===== src/sv/plgs_pkg.sv =====
package plgs_pkg;

  localparam int CORDIC_STEPS = 16;
  localparam int COORD_W      = 32;
  localparam int DIFF_W       = COORD_W + 1;
  localparam int CW           = 36;
  localparam int ANGLE_W      = 32;
  localparam int HEAD_W       = 16;
  localparam int LEN_W        = 32;
  localparam int DIST_W       = 31;
  localparam int STEP_IDX_W   = 5;
  localparam int ATAN_LEN     = 30;
  localparam int GAIN_W       = 30;

  localparam logic [GAIN_W-1:0]  INV_GAIN      = 30'd652032874;
  localparam logic [DIST_W-1:0]  DIST_RESET    = 31'd131072;
  localparam logic [ANGLE_W-1:0] ANGLE_QUARTER = 32'h4000_0000;
  localparam logic [ANGLE_W-1:0] ANGLE_3QUART  = 32'hC000_0000;

  typedef struct packed {
    logic signed [COORD_W-1:0] pose_x;
    logic signed [COORD_W-1:0] pose_y;
    logic                      last_pose;
  } in_item_t;

  typedef struct packed {
    logic                      goal_found;
    logic signed [COORD_W-1:0] goal_x;
    logic signed [COORD_W-1:0] goal_y;
    logic signed [HEAD_W-1:0]  goal_heading;
    logic [LEN_W-1:0]          arc_length;
  } out_item_t;

  typedef struct packed {
    logic                 vld;
    logic signed [CW-1:0] x;
    logic signed [CW-1:0] y;
    logic [ANGLE_W-1:0]   z;
  } cell_t;

  typedef struct packed {
    logic              vld;
    logic [LEN_W-1:0]  len;
    logic [HEAD_W-1:0] heading;
  } seg_t;

  typedef enum logic [1:0] {
    ST_IDLE,
    ST_PREP,
    ST_WAIT,
    ST_FIN
  } state_t;

  // Arctangent of 2^-i with 2^32 as a full turn; steps past the table add nothing.
  function automatic logic [ANGLE_W-1:0] atan_entry(input logic [STEP_IDX_W-1:0] idx);
    logic [ANGLE_W-1:0] a;
    case (idx)
      5'd0:    a = 32'h20000000;
      5'd1:    a = 32'h12E4051D;
      5'd2:    a = 32'h09FB385B;
      5'd3:    a = 32'h051111D4;
      5'd4:    a = 32'h028B0D43;
      5'd5:    a = 32'h0145D7E1;
      5'd6:    a = 32'h00A2F61E;
      5'd7:    a = 32'h00517C55;
      5'd8:    a = 32'h0028BE53;
      5'd9:    a = 32'h00145F2E;
      5'd10:   a = 32'h000A2F98;
      5'd11:   a = 32'h000517CC;
      5'd12:   a = 32'h00028BE6;
      5'd13:   a = 32'h000145F3;
      5'd14:   a = 32'h0000A2F9;
      5'd15:   a = 32'h0000517C;
      5'd16:   a = 32'h000028BE;
      5'd17:   a = 32'h0000145F;
      5'd18:   a = 32'h00000A2F;
      5'd19:   a = 32'h00000517;
      5'd20:   a = 32'h0000028B;
      5'd21:   a = 32'h00000145;
      5'd22:   a = 32'h000000A2;
      5'd23:   a = 32'h00000051;
      5'd24:   a = 32'h00000028;
      5'd25:   a = 32'h00000014;
      5'd26:   a = 32'h0000000A;
      5'd27:   a = 32'h00000005;
      5'd28:   a = 32'h00000002;
      5'd29:   a = 32'h00000001;
      default: a = '0;
    endcase
    return a;
  endfunction

endpackage


===== src/sv/plgs_scale.sv =====
module plgs_scale
  import plgs_pkg::*;
(
  input  logic  clk,
  input  logic  rst_n,
  input  cell_t d_in,
  output seg_t  seg
);

  localparam int XL_W   = 18;
  localparam int XH_W   = CW - XL_W;
  localparam int PL_W   = XL_W + GAIN_W;
  localparam int PH_W   = XH_W + GAIN_W;
  localparam int PROD_W = CW + GAIN_W + 1;
  localparam int Q_W    = PROD_W - GAIN_W;
  localparam logic [PROD_W-1:0] ROUND_BIAS = PROD_W'(1) << (GAIN_W - 1);

  logic [XL_W-1:0]   xl;
  logic [XH_W-1:0]   xh;
  logic [PL_W-1:0]   pl_nxt, pl_r;
  logic [PH_W-1:0]   ph_nxt, ph_r;
  logic [ANGLE_W-1:0] zr;
  logic [HEAD_W-1:0] h1_nxt, h1_r;
  logic              pos_nxt, pos_r;
  logic              v1_r, v2_r;
  logic [PROD_W-1:0] prod;
  logic [Q_W-1:0]    q;
  logic [LEN_W-1:0]  len_nxt, len_r;
  logic [HEAD_W-1:0] h2_r;

  // The gain product is split in two partial products to keep each multiplier small.
  always_comb begin
    xl      = d_in.x[XL_W-1:0];
    xh      = d_in.x[CW-1:XL_W];
    pos_nxt = d_in.x > 0;
    pl_nxt  = PL_W'(xl) * PL_W'(INV_GAIN);
    ph_nxt  = PH_W'(xh) * PH_W'(INV_GAIN);
    zr      = d_in.z + ANGLE_W'(32'h0000_8000);
    h1_nxt  = zr[ANGLE_W-1:ANGLE_W-HEAD_W];
  end

  always_comb begin
    prod = (PROD_W'(ph_r) << XL_W) + PROD_W'(pl_r) + ROUND_BIAS;
    q    = prod[PROD_W-1:GAIN_W];
    if (!pos_r) begin
      len_nxt = '0;
    end else if (|q[Q_W-1:LEN_W]) begin
      len_nxt = '1;
    end else begin
      len_nxt = q[LEN_W-1:0];
    end
  end

  always_ff @(posedge clk) begin
    if (!rst_n) begin
      v1_r <= 1'b0;
      v2_r <= 1'b0;
    end else begin
      v1_r <= d_in.vld;
      v2_r <= v1_r;
    end
  end

  always_ff @(posedge clk) begin
    pl_r  <= pl_nxt;
    ph_r  <= ph_nxt;
    pos_r <= pos_nxt;
    h1_r  <= h1_nxt;
    len_r <= len_nxt;
    h2_r  <= h1_r;
  end

  assign seg.vld     = v2_r;
  assign seg.len     = len_r;
  assign seg.heading = h2_r;

endmodule


===== config.mk =====
export PLATFORM = sky130hd
export DESIGN_NAME = plgs_scale
export DESIGN_NICKNAME = d
export VERILOG_FILES = /design/src/sv/plgs_pkg.sv /design/src/sv/plgs_scale.sv
export SDC_FILE = /design/constraint.sdc
export NUM_CORES = 1
export LEC_CHECK = 0
export BUFFER_PORTS_ARGS = -buffer_cell sky130_fd_sc_hd__buf_2
export CORE_UTILIZATION = 33
export DETAILED_ROUTE_END_ITERATION = 6
export MAX_ROUTING_LAYER = met4
export PLACE_DENSITY_LB_ADDON = 0.08
export REMOVE_ABC_BUFFERS = 1
export SYNTH_ARGS = -nofsm -noshare
export SYNTH_HDL_FRONTEND = slang
export SYNTH_SLANG_ARGS = --single-unit

===== constraint.sdc =====
create_clock -name clk -period 8.5 [get_ports clk]
set_input_delay 0.85 -clock clk [delete_from_list [all_inputs] [get_ports clk]]
set_output_delay 0.85 -clock clk [all_outputs]
set_load 0.01 [all_outputs]

==> impl_metrics.prom <==
# TYPE chip_impl_metric gauge
chip_impl_metric{name="syn-cell-area",unit="mm²"} 0.0231
chip_impl_metric{name="maxcap_violations",unit=""} 0
chip_impl_metric{name="initial_core_utilization",unit=""} 0.335
chip_impl_metric{name="final.period_utilization",unit=""} 0.844
chip_impl_info{name="cp-end-kind",value="flop"} 1
chip_impl_metric{name="timing.setup.tns",unit="ps"} 0
chip_impl_info{name="worst_path_max_delay_cell",value="sky130_fd_sc_hd__a2111oi_2"} 1
chip_impl_metric{name="synth_sequential_area_ratio",unit=""} 0.124
chip_impl_metric{name="post_route_cells_drive_above_1_share",unit=""} 0.0635
chip_impl_metric{name="grt_start_max_net_pins",unit=""} 33
chip_impl_metric{name="dieWidth",unit="µm"} 266
chip_impl_metric{name="grt.total_usage",unit=""} 0.197
chip_impl_metric{name="finalNetCount",unit=""} 3358
chip_impl_metric{name="clock_sink_count",unit=""} 143
chip_impl_metric{name="hold_violations",unit=""} 0
chip_impl_metric{name="grt_remaining_overflow",unit=""} 0
chip_impl_metric{name="via_per_inst",unit=""} 4.56
chip_impl_metric{name="synth.ff_latch_count",unit=""} 143
chip_impl_metric{name="yosysUniqueCellTypes",unit=""} 67
chip_impl_metric{name="port_buffers",unit=""} 104
chip_impl_metric{name="via_count_of_the_first_global_routing_pass",unit=""} 16400
chip_impl_metric{name="cts-htree-levels",unit=""} 4
chip_impl_metric{name="design.core.area",unit="mm²"} 0.0688
chip_impl_info{name="timing.setup.critical_path_class",value="in -> reg"} 1
chip_impl_metric{name="avgRoutedWirePerCell",unit="µm"} 19.0
chip_impl_metric{name="cp.buffers_inverters",unit=""} 5
chip_impl_metric{name="worst_path_largest_cell_delay",unit="ps"} 600
chip_impl_metric{name="first_pass_grt_wire_length",unit="µm"} 100000
chip_impl_info{name="worst_hold_path_type",value="reg -> reg"} 1
chip_impl_metric{name="ant_nets",unit=""} 0
chip_impl_info{name="cts_tree",value="yes"} 1
chip_impl_metric{name="grt_use_met2",unit=""} 0.298
chip_impl_metric{name="synth_edf_count",unit=""} 0
chip_impl_metric{name="gr-usage-met1",unit=""} 0.284
chip_impl_info{name="cts.root.buffer_cell",value="sky130_fd_sc_hd__clkbuf_16"} 1
chip_impl_metric{name="cts_post_setup_buffers_inserted",unit=""} 0
chip_impl_metric{name="die_area",unit="mm²"} 0.0709
chip_impl_metric{name="drt_pass1_iterations",unit=""} 5
chip_impl_info{name="grt_setup_unrepaired",value="no"} 1
chip_impl_metric{name="syn-mean-instance-area",unit="µm²"} 9.90
chip_impl_info{name="critical_path.top_delay_family",value="adder cells"} 1
chip_impl_metric{name="detailedPlacementHpwl",unit="µm"} 58400
chip_impl_metric{name="drv_slew",unit=""} 0
chip_impl_metric{name="worst_skew_pair.late_latency",unit="ps"} 460
chip_impl_metric{name="setup_viol_count_final",unit=""} 0
chip_impl_info{name="outcome",value="finished, final reports clean"} 1
chip_impl_metric{name="ctsLongestPathBuffers",unit=""} 2
chip_impl_metric{name="initial_antenna_violation_count",unit=""} 1
chip_impl_metric{name="floorplan.io_pins",unit=""} 156
chip_impl_metric{name="wirelength",unit="µm"} 64400
chip_impl_metric{name="fillCellCount",unit=""} 7084
chip_impl_metric{name="drt_iter0_markers",unit=""} 746
chip_impl_metric{name="die-height",unit="µm"} 266
chip_impl_metric{name="period_needed",unit="ps"} 7170
chip_impl_metric{name="synthesis.yosys.warnings",unit=""} 0
chip_impl_info{name="grt_busiest_layer",value="met2"} 1
chip_impl_metric{name="postCtsHoldBufs",unit=""} 0
chip_impl_metric{name="relSlewSlack",unit=""} 0.604
chip_impl_metric{name="clkSlewWorstSetupHoldPaths",unit="ps"} 70
chip_impl_metric{name="std_cell_rows",unit=""} 96
chip_impl_metric{name="cp_data_arrival_time",unit="ps"} 7560
chip_impl_metric{name="grt.met3_usage",unit=""} 0.0238
chip_impl_metric{name="worst_slew_pin_slew",unit="ps"} 586
chip_impl_metric{name="area_growth_syn_to_layout",unit="%"} 9.72
chip_impl_metric{name="vias",unit=""} 15400
chip_impl_info{name="postSynth.topFlopCell",value="sky130_fd_sc_hd__dfxtp_1"} 1
chip_impl_metric{name="gp_congestion",unit=""} 0.917
chip_impl_info{name="chain_of_cells_forming_the_critical_path",value="buf_2 -> ha_1 -> inv_1 -> fa_1 -> inv_1 -> fa_1 -> fa_1 -> inv_1 -> fa_1 -> fa_1 -> inv_1 -> ha_1 -> a21oi_1 -> o21ai_1 -> a2111oi_2 -> a211oi_1 -> o2111ai_2 -> a21oi_1 -> o2111ai_1 -> nand2_1 -> o41ai_1 -> xnor2_1"} 1
chip_impl_metric{name="number_of_instances_resized_during_post_cts_repair",unit=""} 0
chip_impl_metric{name="crit_fanout",unit=""} 7
chip_impl_info{name="critical_path.most_common_cell",value="sky130_fd_sc_hd__fa_1"} 1
chip_impl_metric{name="drc_errors",unit=""} 0
chip_impl_metric{name="syn-instance-count",unit=""} 2328
chip_impl_info{name="critPathLaunchType",value="primary input"} 1
chip_impl_metric{name="max_freq",unit="MHz"} 139
chip_impl_metric{name="synth_async_sr_flop_share",unit=""} 0
chip_impl_metric{name="finalClockSkew",unit="ps"} 17.3
chip_impl_metric{name="tritoncts.num_buffers",unit=""} 17
chip_impl_metric{name="required_arrival_time_at_the_worst_endpoint",unit="ps"} 8890
[stage by stage]
stage / cells / utilization / instance area (µm²) / worst slack, ps / hold slack [ps]
after CTS: 3386 / 0.368 / 25300 / 1260 / 332
final: 3387 / 0.368 / 25300 / 1330 / 329
after global routing: 3387 / 0.368 / 25300 / 895 / 333
after global placement: 3354 / 0.359 / 24700 / 774 / 312
after floorplan: 2317 / - / 23000 / 2290 / 310
after detailed placement: 3354 / 0.359 / 24700 / 792 / 312
[worst paths after layout]
path                               start   endpoint  slack, ps  cells past startpoint
worst max-delay path            d_in[71]   pl_r[47]       1330                     22
worst min-delay path             h1_r[9]    h2_r[9]        330                      0
worst min register to register   h1_r[9]    h2_r[9]        330                      0
worst max register to register  pl_r[29]  len_r[20]       4670                     15
[kinds of logic after synthesis]
logic type	Yosys count	synth area share
flip-flops	143	0.124
AO/OA/AOI/OAI	282	0.0831
multiplexers	1	0.000488
buffers and inverters	735	0.120
XOR/XNOR	104	0.0395
AND/OR/NAND/NOR	254	0.0565
adder cells (fa/ha/maj)	809	0.576
[cell usage in the layout (no fill, tap or decap), types with 12 or more instances in the layout]
| cell | instances |
|---|---|
| sky130_fd_sc_hd__a21oi_1 | 81 |
| sky130_fd_sc_hd__nor2_1 | 52 |
| sky130_fd_sc_hd__dfxtp_1 | 143 |
| sky130_fd_sc_hd__fa_1 | 421 |
| sky130_fd_sc_hd__nand3_1 | 36 |
| sky130_fd_sc_hd__a21o_1 | 79 |
| sky130_fd_sc_hd__xor2_1 | 34 |
| sky130_fd_sc_hd__and3_1 | 19 |
| sky130_fd_sc_hd__nand2_1 | 54 |
| sky130_fd_sc_hd__inv_1 | 724 |
| sky130_fd_sc_hd__buf_2 | 104 |
| sky130_fd_sc_hd__o21ai_0 | 24 |
| sky130_fd_sc_hd__nor3_1 | 12 |
| sky130_fd_sc_hd__ha_1 | 388 |
| sky130_fd_sc_hd__o21a_1 | 14 |
| sky130_fd_sc_hd__xnor2_1 | 70 |
| sky130_fd_sc_hd__clkbuf_16 | 17 |
| sky130_fd_sc_hd__nand4_1 | 16 |
[cells in the mapped netlist, drive strengths merged, types with 5 or more instances]
master,instances,area share
nor3,12,0.0026
fa,421,0.37
o21ai,33,0.0073
nor2,52,0.0085
and2,10,0.0027
and3,19,0.0052
ha,388,0.21
a21o,79,0.026
nand2b,10,0.0027
o211ai,9,0.0031
nor4,5,0.0014
a21oi,81,0.018
buf,5,0.0013
o2111ai,5,0.0022
nand4,16,0.0043
nand2,54,0.0088
xor2,34,0.013
o21bai,9,0.0029
or2,10,0.0027
inv,724,0.12
clkbuf,6,0.00098
xnor2,70,0.027
a31oi,11,0.0030
dfxtp,143,0.12
o31ai,5,0.0016
nor2b,11,0.0030
a211oi,8,0.0028
nand3,36,0.0078
o21a,14,0.0046
[layer usage]
metal / up-vias / share of wire
li1: 7411 / -
met1: 7701 / 0.50
met2: 289 / 0.45
met3: 37 / 0.038
met4: 0 / 0.013
met5: - / 0
[sequential cells by signal, summed over array words and instances, names as in the netlist]
signal and cells:
ph_r 47, len_r 32, pl_r 29, h1_r 16
h2_r 16, pos_r 1, v1_r 1, v2_r 1
[worst register-to-register path, stage by stage (launching register included)]
cell	delay, ps
sky130_fd_sc_hd__dfxtp_1	310
sky130_fd_sc_hd__inv_1	40
sky130_fd_sc_hd__ha_1	260
sky130_fd_sc_hd__inv_1	40
sky130_fd_sc_hd__ha_1	280
sky130_fd_sc_hd__nand2_1	90
sky130_fd_sc_hd__or3_1	360
sky130_fd_sc_hd__o22ai_2	190
sky130_fd_sc_hd__o21ai_2	170
sky130_fd_sc_hd__a211oi_2	350
sky130_fd_sc_hd__o2111a_2	290
sky130_fd_sc_hd__or2_1	340
sky130_fd_sc_hd__nand4b_1	180
sky130_fd_sc_hd__o2bb2ai_2	150
sky130_fd_sc_hd__buf_4	250
sky130_fd_sc_hd__or3b_1	400
[area by class of cell]
cell class	instances	area, µm²	area share
inverters	724	2720	0.107
multi-input cells	1450	17400	0.689
clock inverters	15	165	0.00653
repair buffers	106	536	0.0212
diodes	1	2.50	0.0000989
clock buffers	17	425	0.0168
well taps	931	1160	0.0460
flip-flops and latches	143	2860	0.113
Power is left out: the tool's default activity adds up to more than one toggle a clock period on the data nets, which glitch-free logic cannot reach.
